`src/rtl/info_frame_builder_byte_stuffing_assert.svh`:
```
// Assertion macros for the info frame builder.
// Depends on nothing; included by the modules that carry assertions.
`ifndef INFO_FRAME_BUILDER_BYTE_STUFFING_ASSERT_SVH
`define INFO_FRAME_BUILDER_BYTE_STUFFING_ASSERT_SVH
`ifndef SYNTHESIS
`define IFBBS_ASSERT(lbl, clk, rst_n, prop) \
  lbl: assert property (@(posedge clk) disable iff (!rst_n) prop) \
    else $error("assertion failed");
`define IFBBS_NEVER(lbl, clk, rst_n, expr) \
  lbl: assert property (@(posedge clk) disable iff (!rst_n) !(expr)) \
    else $error("forbidden condition seen");
`else
`define IFBBS_ASSERT(lbl, clk, rst_n, prop)
`define IFBBS_NEVER(lbl, clk, rst_n, expr)
`endif
`endif

```
`src/rtl/ifbbs_pkg.sv`:
```
// Shared constants, request type and sequencer phases for the info frame builder.
// Depends on nothing.
package ifbbs_pkg;

  localparam logic [7:0] FLAG_BYTE  = 8'h7E;
  localparam logic [7:0] ESC_BYTE   = 8'h7D;
  localparam logic [7:0] ESC_FLAG   = 8'h5E;
  localparam logic [7:0] ESC_ESC    = 8'h5D;
  localparam logic [7:0] CTRL_SEQ0  = 8'h00;
  localparam logic [7:0] CTRL_SEQ1  = 8'h40;
  localparam logic [7:0] ADDR_RESET = 8'h03;

  localparam int QDEPTH  = 4;
  localparam int QPTR_W  = $clog2(QDEPTH);
  localparam int QCNT_W  = $clog2(QDEPTH + 1);

  localparam int PADDR_W = 3;
  localparam logic REG_ADDRESS_BYTE = 1'b0;

  typedef struct packed {
    logic       open;
    logic       seq;
    logic       last;
    logic [7:0] data;
    logic [7:0] check;
  } req_t;

  typedef struct packed {
    logic empty;
    logic full;
  } q_stat_t;

  typedef enum logic [8:0] {
    PH_FLAG_OPEN  = 9'b000000001,
    PH_ADDR       = 9'b000000010,
    PH_CTRL       = 9'b000000100,
    PH_HCHK       = 9'b000001000,
    PH_DATA       = 9'b000010000,
    PH_DATA_ESC   = 9'b000100000,
    PH_CHK        = 9'b001000000,
    PH_CHK_ESC    = 9'b010000000,
    PH_FLAG_CLOSE = 9'b100000000
  } phase_t;

  function automatic logic is_special(input logic [7:0] b);
    return (b == FLAG_BYTE) || (b == ESC_BYTE);
  endfunction

  function automatic logic [7:0] esc_code(input logic [7:0] b);
    return (b == FLAG_BYTE) ? ESC_FLAG : ESC_ESC;
  endfunction

endpackage

```
`src/rtl/info_frame_builder_byte_stuffing.sv`:
```
// Info frame builder with byte stuffing: top level, config register and wiring.
// Depends on ifbbs_pkg, ifbbs_front, ifbbs_fifo and ifbbs_back.
//
// Input channel (in_valid/in_stall): one payload byte per request with a last
// mark and a sequence bit; the first byte of a frame opens it with flag,
// address, control and header check. The last byte adds the stuffed XOR check
// and the closing flag. Output channel (out_valid/out_stall): one framed,
// stuffed byte per request, out_run_last on the final byte of each input.
// A four-entry request queue sits between the input front end and the byte
// sequencer, so input is taken while output bytes wait.
// An input byte is written into the request queue; its first output byte then
// goes through the output register. The sequencer emits one byte per cycle
// while requests wait and out_stall is low; an input gives 1 to 9 bytes (1
// plain, 2 escaped, 4 more on open, 2 to 3 more on close). Input stalls only when
// the queue fills. Reset clears the frame state, queue and output valid, and
// sets the address register to 0x03. A stalled output holds its byte.
// Config: APB register 0 (byte addresses 0 to 3) holds the address byte.
module info_frame_builder_byte_stuffing (
  input  logic                            clk,
  input  logic                            rst_n,
  input  logic                            in_valid,
  output logic                            in_stall,
  input  logic [7:0]                      in_data_byte,
  input  logic                            in_last_byte,
  input  logic                            in_seq_bit,
  output logic                            out_valid,
  input  logic                            out_stall,
  output logic [7:0]                      out_byte,
  output logic                            out_frame_end,
  output logic                            out_run_last,
  input  logic                            psel,
  input  logic                            penable,
  input  logic                            pwrite,
  input  logic [ifbbs_pkg::PADDR_W-1:0]   paddr,
  input  logic [31:0]                     pwdata,
  output logic [31:0]                     prdata,
  output logic                            pready
);

  logic [7:0]         addr_r;
  logic               reg_sel;
  logic               push, pop;
  ifbbs_pkg::req_t    push_req, head_req;
  ifbbs_pkg::q_stat_t q_stat;

  assign pready  = 1'b1;
  assign reg_sel = (paddr[ifbbs_pkg::PADDR_W-1] == ifbbs_pkg::REG_ADDRESS_BYTE);
  assign prdata  = reg_sel ? {24'h000000, addr_r} : 32'h00000000;

  always_ff @(posedge clk) begin
    if (!rst_n) begin
      addr_r <= ifbbs_pkg::ADDR_RESET;
    end else if (psel && penable && pwrite && pready && reg_sel) begin
      addr_r <= pwdata[7:0];
    end
  end

  ifbbs_front u_front (
    .clk          (clk),
    .rst_n        (rst_n),
    .in_valid     (in_valid),
    .in_stall     (in_stall),
    .in_data_byte (in_data_byte),
    .in_last_byte (in_last_byte),
    .in_seq_bit   (in_seq_bit),
    .q_stat       (q_stat),
    .push         (push),
    .push_req     (push_req)
  );

  ifbbs_fifo u_fifo (
    .clk      (clk),
    .rst_n    (rst_n),
    .push     (push),
    .push_req (push_req),
    .pop      (pop),
    .head_req (head_req),
    .q_stat   (q_stat)
  );

  ifbbs_back u_back (
    .clk           (clk),
    .rst_n         (rst_n),
    .address_byte  (addr_r),
    .head_req      (head_req),
    .q_stat        (q_stat),
    .pop           (pop),
    .out_valid     (out_valid),
    .out_stall     (out_stall),
    .out_byte      (out_byte),
    .out_frame_end (out_frame_end),
    .out_run_last  (out_run_last)
  );

endmodule

```
`src/rtl/ifbbs_front.sv`:
```
// Front end: accepts payload bytes, tracks frame state and running XOR,
// and turns each byte into a request for the queue. Uses ifbbs_pkg.
module ifbbs_front (
  input  logic                  clk,
  input  logic                  rst_n,
  input  logic                  in_valid,
  output logic                  in_stall,
  input  logic [7:0]            in_data_byte,
  input  logic                  in_last_byte,
  input  logic                  in_seq_bit,
  input  ifbbs_pkg::q_stat_t    q_stat,
  output logic                  push,
  output ifbbs_pkg::req_t       push_req
);

  logic       in_frame_r, in_frame_nxt;
  logic [7:0] chk_r, chk_nxt;
  logic [7:0] chk_sum;

  assign in_stall = q_stat.full;
  assign push     = in_valid && !q_stat.full;
  assign chk_sum  = (in_frame_r ? chk_r : 8'h00) ^ in_data_byte;

  always_comb begin
    push_req.open  = !in_frame_r;
    push_req.seq   = in_seq_bit;
    push_req.last  = in_last_byte;
    push_req.data  = in_data_byte;
    push_req.check = chk_sum;
    in_frame_nxt   = in_frame_r;
    chk_nxt        = chk_r;
    if (push) begin
      in_frame_nxt = !in_last_byte;
      chk_nxt      = in_last_byte ? 8'h00 : chk_sum;
    end
  end

  always_ff @(posedge clk) begin
    if (!rst_n) begin
      in_frame_r <= 1'b0;
      chk_r      <= 8'h00;
    end else begin
      in_frame_r <= in_frame_nxt;
      chk_r      <= chk_nxt;
    end
  end

endmodule

```
`src/rtl/ifbbs_fifo.sv`:
```
// Request queue between front and back ends.
// Uses ifbbs_pkg for the request type and depth.
`include "info_frame_builder_byte_stuffing_assert.svh"
module ifbbs_fifo (
  input  logic                clk,
  input  logic                rst_n,
  input  logic                push,
  input  ifbbs_pkg::req_t     push_req,
  input  logic                pop,
  output ifbbs_pkg::req_t     head_req,
  output ifbbs_pkg::q_stat_t  q_stat
);

  ifbbs_pkg::req_t mem [ifbbs_pkg::QDEPTH];
  logic [ifbbs_pkg::QPTR_W-1:0] wr_ptr_r, rd_ptr_r;
  logic [ifbbs_pkg::QCNT_W-1:0] cnt_r, cnt_nxt;

  assign q_stat.empty = (cnt_r == '0);
  assign q_stat.full  = (cnt_r == ifbbs_pkg::QCNT_W'(ifbbs_pkg::QDEPTH));
  assign head_req     = mem[rd_ptr_r];

  always_comb begin
    cnt_nxt = cnt_r;
    case ({push, pop})
      2'b10:   cnt_nxt = cnt_r + 1'b1;
      2'b01:   cnt_nxt = cnt_r - 1'b1;
      default: cnt_nxt = cnt_r;
    endcase
  end

  always_ff @(posedge clk) begin
    if (push) begin
      mem[wr_ptr_r] <= push_req;
    end
  end

  always_ff @(posedge clk) begin
    if (!rst_n) begin
      wr_ptr_r <= '0;
      rd_ptr_r <= '0;
      cnt_r    <= '0;
    end else begin
      if (push) begin
        wr_ptr_r <= wr_ptr_r + 1'b1;
      end
      if (pop) begin
        rd_ptr_r <= rd_ptr_r + 1'b1;
      end
      cnt_r <= cnt_nxt;
    end
  end

  `IFBBS_NEVER(a_no_push_full, clk, rst_n, push && q_stat.full)
  `IFBBS_NEVER(a_no_pop_empty, clk, rst_n, pop && q_stat.empty)
  `IFBBS_ASSERT(a_cnt_in_range, clk, rst_n, cnt_r <= ifbbs_pkg::QCNT_W'(ifbbs_pkg::QDEPTH))

endmodule

```
`src/rtl/ifbbs_back.sv`:
```
// Back end: walks each queued request through header (frame open only), stuffed
// data, then stuffed check and closing flag (last byte only), one byte per cycle
// into the output register while the output is not stalled. Uses ifbbs_pkg.
`include "info_frame_builder_byte_stuffing_assert.svh"
module ifbbs_back (
  input  logic                clk,
  input  logic                rst_n,
  input  logic [7:0]          address_byte,
  input  ifbbs_pkg::req_t     head_req,
  input  ifbbs_pkg::q_stat_t  q_stat,
  output logic                pop,
  output logic                out_valid,
  input  logic                out_stall,
  output logic [7:0]          out_byte,
  output logic                out_frame_end,
  output logic                out_run_last
);

  ifbbs_pkg::phase_t phase_r, phase_nxt, cur;
  logic       busy_r, busy_nxt;
  logic       emit;
  logic [7:0] ctrl;
  logic [7:0] byte_c;
  logic       end_c, last_c;
  logic       out_valid_r;
  logic [7:0] out_byte_r;
  logic       out_frame_end_r, out_run_last_r;

  assign cur  = busy_r ? phase_r
                       : (head_req.open ? ifbbs_pkg::PH_FLAG_OPEN : ifbbs_pkg::PH_DATA);
  assign ctrl = head_req.seq ? ifbbs_pkg::CTRL_SEQ1 : ifbbs_pkg::CTRL_SEQ0;
  assign emit = !q_stat.empty && (!out_valid_r || !out_stall);
  assign pop  = emit && last_c;

  always_comb begin
    byte_c    = ifbbs_pkg::FLAG_BYTE;
    end_c     = 1'b0;
    last_c    = 1'b0;
    phase_nxt = cur;
    case (cur)
      ifbbs_pkg::PH_FLAG_OPEN: begin
        byte_c    = ifbbs_pkg::FLAG_BYTE;
        phase_nxt = ifbbs_pkg::PH_ADDR;
      end
      ifbbs_pkg::PH_ADDR: begin
        byte_c    = address_byte;
        phase_nxt = ifbbs_pkg::PH_CTRL;
      end
      ifbbs_pkg::PH_CTRL: begin
        byte_c    = ctrl;
        phase_nxt = ifbbs_pkg::PH_HCHK;
      end
      ifbbs_pkg::PH_HCHK: begin
        byte_c    = address_byte ^ ctrl;
        phase_nxt = ifbbs_pkg::PH_DATA;
      end
      ifbbs_pkg::PH_DATA: begin
        if (ifbbs_pkg::is_special(head_req.data)) begin
          byte_c    = ifbbs_pkg::ESC_BYTE;
          phase_nxt = ifbbs_pkg::PH_DATA_ESC;
        end else begin
          byte_c    = head_req.data;
          phase_nxt = ifbbs_pkg::PH_CHK;
          last_c    = !head_req.last;
        end
      end
      ifbbs_pkg::PH_DATA_ESC: begin
        byte_c    = ifbbs_pkg::esc_code(head_req.data);
        phase_nxt = ifbbs_pkg::PH_CHK;
        last_c    = !head_req.last;
      end
      ifbbs_pkg::PH_CHK: begin
        if (ifbbs_pkg::is_special(head_req.check)) begin
          byte_c    = ifbbs_pkg::ESC_BYTE;
          phase_nxt = ifbbs_pkg::PH_CHK_ESC;
        end else begin
          byte_c    = head_req.check;
          phase_nxt = ifbbs_pkg::PH_FLAG_CLOSE;
        end
      end
      ifbbs_pkg::PH_CHK_ESC: begin
        byte_c    = ifbbs_pkg::esc_code(head_req.check);
        phase_nxt = ifbbs_pkg::PH_FLAG_CLOSE;
      end
      ifbbs_pkg::PH_FLAG_CLOSE: begin
        byte_c = ifbbs_pkg::FLAG_BYTE;
        end_c  = 1'b1;
        last_c = 1'b1;
      end
      default: begin
        byte_c = ifbbs_pkg::FLAG_BYTE;
        last_c = 1'b1;
      end
    endcase
  end

  always_comb begin
    busy_nxt = busy_r;
    if (emit) begin
      busy_nxt = !last_c;
    end
  end

  always_ff @(posedge clk) begin
    if (!rst_n) begin
      busy_r      <= 1'b0;
      phase_r     <= ifbbs_pkg::PH_DATA;
      out_valid_r <= 1'b0;
    end else begin
      busy_r <= busy_nxt;
      if (emit) begin
        phase_r     <= phase_nxt;
        out_valid_r <= 1'b1;
      end else if (!out_stall) begin
        out_valid_r <= 1'b0;
      end
    end
  end

  always_ff @(posedge clk) begin
    if (emit) begin
      out_byte_r      <= byte_c;
      out_frame_end_r <= end_c;
      out_run_last_r  <= last_c;
    end
  end

  assign out_valid     = out_valid_r;
  assign out_byte      = out_byte_r;
  assign out_frame_end = out_frame_end_r;
  assign out_run_last  = out_run_last_r;

  `IFBBS_ASSERT(a_end_is_last_flag, clk, rst_n,
    (out_valid_r && out_frame_end_r) |-> (out_run_last_r && out_byte_r == ifbbs_pkg::FLAG_BYTE))
  `IFBBS_NEVER(a_busy_needs_req, clk, rst_n, busy_r && q_stat.empty)
  `IFBBS_ASSERT(a_pop_ends_run, clk, rst_n, pop |=> (out_valid_r && out_run_last_r))

endmodule
```
`config.mk`:
```
export PLATFORM = sky130hd
export DESIGN_NAME = info_frame_builder_byte_stuffing
export DESIGN_NICKNAME = d
export VERILOG_FILES = /design/src/rtl/ifbbs_pkg.sv /design/src/rtl/info_frame_builder_byte_stuffing.sv /design/src/rtl/ifbbs_front.sv /design/src/rtl/ifbbs_fifo.sv /design/src/rtl/ifbbs_back.sv
export VERILOG_INCLUDE_DIRS = /design/src /design/src/rtl
export SDC_FILE = /design/constraint.sdc
export NUM_CORES = 1
export LEC_CHECK = 0
export BUFFER_PORTS_ARGS = -buffer_cell sky130_fd_sc_hd__buf_4
export CAP_MARGIN = 20
export CORE_ASPECT_RATIO = 1.75
export CORE_MARGIN = 5
export CORE_UTILIZATION = 55
export CTS_CLUSTER_DIAMETER = 60
export DETAILED_ROUTE_END_ITERATION = 12
export GPL_ROUTABILITY_DRIVEN = 0
export PLACE_DENSITY = 0.8
export SLEW_MARGIN = 5
export SYNTH_ARGS = -nofsm -noshare
export SYNTH_HDL_FRONTEND = slang
export SYNTH_SLANG_ARGS = --single-unit
export TNS_END_PERCENT = 5
```
`constraint.sdc`:
```
create_clock -name clk -period 7.15 [get_ports clk]
set_input_delay 0.715 -clock clk [delete_from_list [all_inputs] [get_ports clk]]
set_output_delay 0.715 -clock clk [all_outputs]
set_load 0.02 [all_outputs]
```
==> results by group <==
Final layout
  – N_diodes: 0
  – Synth-to-layout area growth: 15.00%
  – Layout net count: 548
  – Layout cells sized above 1: 22.07%

Synthesis
  – Yosys Warn Count: 0
  – Average size of a mapped cell: 13.00 µm²
  – Distinct cells, synth: 74
  – Post-synth EDFFs: 86
  – Post-Synthesis Cells: 449
  – Sequential-to-total area share from yosys stat: 56.92%
  – Most area-consuming cells after synthesis: edfxtp_1 (44%), dfxtp_1 (13%), mux4_2 (4.6%), buf_4 (3.2%), mux4_1 (3.2%)
  – Post-synth top area cell: edfxtp_1
  – Asr flop ratio synth: 0%
  – Mapped Area: 0.005838 mm²
  – Synth Flop Type: edfxtp_1
  – Seq cells post-synth: 123
  – Top-area cell type share of the netlist area: 44.23%

Clock network
  – Clk_lat worst skew: 0.41 ns
  – CTS clk-pin slew, worst paths: 0.06 ns
  – # resized after CTS: 0
  – Max clock buf depth: 2
  – CTS Root Cell: clkbuf_16
  – Inserted Clock Buffers: 17
  – CTS tree: yes
  – CTS sink cnt: 123
  – CTS H-tree depth: 4
  – Post-CTS setup buffers: 0
  – Hold buffers post-CTS: 0

Drt
  – Initial DRC Count: 210
  – Post-route ant nets: 0
  – Post-DR vias/cell: 5.862
  – DR WL/cell: 20.06 µm
  – Drt drc: 0
  – Detailed Routing Iterations Pass 1: 4
  – DRT Wirelength: 12640 µm
  – DR vias: 3693

STA
  – Setup ws final: 3.183 ns
  – Final-report hold violation count: 0
  – Slew headroom: 31.26%
  – Tmin final: 3.967 ns
  – Fmax: 252.1 MHz
  – Total negative setup slack: 0 ns
  – Unrepaired setup endpoints after global routing: no
  – Clock Skew: 0.006836 ns
  – Max-slew violations: 0
  – Final setup vio count: 0
  – Pin slew with the least headroom to its limit: 1.031 ns
  – Final period util: 55.49%

GRT
  – Congestion Overflow GR: 0
  – Total track usage: 20.39%
  – Global-route wire length before repair: 19580 µm
  – Vias in the first global route: 3833
  – Initial antenna violation count: 0
  – Largest net degree at the start of global routing: 40

Floorplan
  – Die Wd: 87.88 µm
  – Initial Utilization: 56.35%
  – Core footprint: 0.01036 mm²
  – Die height: 146.3 µm
  – # IOs: 97
  – Die Area: 0.01286 mm²
  – # rows: 49

Placed design
  – DP Wirelength: 8585 µm
  – Port-buffer cells: 45
  – DP Worst Slack: 3.252 ns

Setup path
  – Setup crit end kind: flop
  – CP required: 7.48 ns
  – CP Max Fanout: 19
  – Critical path startpoint category: flop
  – CP Class: flop to flop
  – CP arrival: 4.29 ns

Worst hold path
  – HP Class: flop to flop

Power and ir drop
  – Leakage: 2.391 nW
  – Pwr dens: 372.9 mW/mm²
  – VDD IR max: 0.2077 mV

Status
  – Status: completed

Job
  – Max-Cap Viols: 0
## routing by layer
layer  GRT usage [%]  routed length, µm  vias up  share of wire, %
met4           12.21                713        0               5.6
met5               0                  0        -                 0
met3           5.355                655       42               5.2
li1                -                  -     1701                 -
met2           35.84               7003      146                55
met1           20.91               4265     1804                34
## synth_stat cells, drive strengths merged (3+ instances only)
library cell and instances:
nor3b 10, mux2i 5, a211o 3, clkbuf 16, a21oi 15, xor2 3
nand2b 6, dfxtp 37, o21ai 16, ha 5, and3 7, nand2 42
nor3 8, a31oi 4, or2 4, xnor2 12, inv 14, nor2b 20
nor4 4, nor2 14, nand3 10, mux4 19, buf 31, nand4 4
a21boi 10, edfxtp 86, and2 7, a22oi 4, nand4b 3
## cell families (layout without fill, tap and decap cells)
| family | count (synthesis) | after routing | synth area share (%) |
|---|---|---|---|
| adders and majority gates | 6 | 6 | 1.415 |
| and+or+nand+nor | 149 | 149 | 15.56 |
| xor gates and xnor gates | 15 | 15 | 2.250 |
| DFF | 123 | 123 | 56.92 |
| muxes | 24 | 24 | 8.637 |
| buffers and inverters | 61 | 92 | 6.429 |
| AOI/OAI and AO/OA | 69 | 69 | 8.659 |
| other | 2 | 25 | 0.1286 |
## through the flow
step	util (%)	cells	power [mW]	hold slack [ns]	instance area, µm²
after floorplan	-	472	1.462	0.4522	5924
after CTS	64.80	630	2.513	0.4828	6714
after detailed placement	58.93	598	1.633	0.4765	6106
final	64.80	630	2.504	0.4775	6714
after global placement	58.93	598	1.604	0.4648	6106
after global routing	64.80	630	2.601	0.4972	6714
## cell usage in the layout (no fill, tap or decap), drive strengths merged, types with 3 or more instances in the layout
| cell type | count |
|---|---|
| clkbuf | 19 |
| nand3 | 10 |
| clkinv | 5 |
| a22oi | 4 |
| a31oi | 4 |
| conb | 25 |
| and3 | 7 |
| o21ai | 16 |
| dfxtp | 37 |
| nor4 | 4 |
| xnor2 | 12 |
| ha | 5 |
| mux4 | 19 |
| xor2 | 3 |
| buf | 46 |
| a21boi | 10 |
| or2 | 4 |
| nor2 | 14 |
| mux2i | 5 |
| nand4 | 4 |
| a21oi | 15 |
| inv | 18 |
| edfxtp | 86 |
| nand2 | 42 |
| nand4b | 3 |
| bufinv | 3 |
| nand2b | 6 |
| nor3 | 8 |
| nor2b | 20 |
| a211o | 3 |
| and2 | 7 |
| nor3b | 10 |
## layout make-up
class	instances	area, µm²
repair buffers	46	345.3
clock buffers	19	442.9
inverters	14	52.55
flip-flops and latches	123	3323
fillers	709	3647
well taps	127	158.9
multi-input cells	288	2226
clock inverters	13	165.2
## state kept, by name, indices dropped and copies added, names as in the netlist, named ones only
register,count
u_front.chk_r,8
u_back.out_run_last,1
u_back.out_frame_end,1
u_back.busy_r,1
u_fifo.cnt_r,3
u_back.out_valid,1
u_fifo.rd_ptr_r,2
u_front.in_frame_r,1
u_back.out_byte,8
u_fifo.wr_ptr_r,2
u_fifo.mem,76
u_back.phase_r,9
addr_r,8
## worst max-delay path, cell delays in order, from the launching register on
cell      delay [ns]
dfxtp_1         0.91
mux4_2          0.41
nor2_1          0.11
a31oi_1         0.51
and3_4          0.33
or2_4           0.14
and2_4          0.14
ha_1            0.20
inv_1           0.08
fa_1            0.38
xor2_1          0.16
or3_1           0.30
a21boi_0        0.20
## where the power goes
group	switching, mW	internal (mW)
Sequential	0.0699	0.893
Combinational	0.398	0.267
Clock	0.316	0.560
## path summary, 6_finish.rpt
| path | start | endpoint | slack, ns | depth (start not counted) |
|---|---|---|---|---|
| setup / recovery | flop | u_fifo.cnt_r[2]$_SDFFE_PN0P_ | 3.18 | 12 |
| hold / removal | u_back.out_valid$_SDFFE_PN0P_ | u_back.out_valid$_SDFFE_PN0P_ | 0.48 | 2 |
| setup reg to reg | flop | u_fifo.cnt_r[2]$_SDFFE_PN0P_ | 3.18 | 12 |
| hold reg to reg | u_back.out_valid$_SDFFE_PN0P_ | u_back.out_valid$_SDFFE_PN0P_ | 0.48 | 2 |
(Power assumes the default switching activity.)
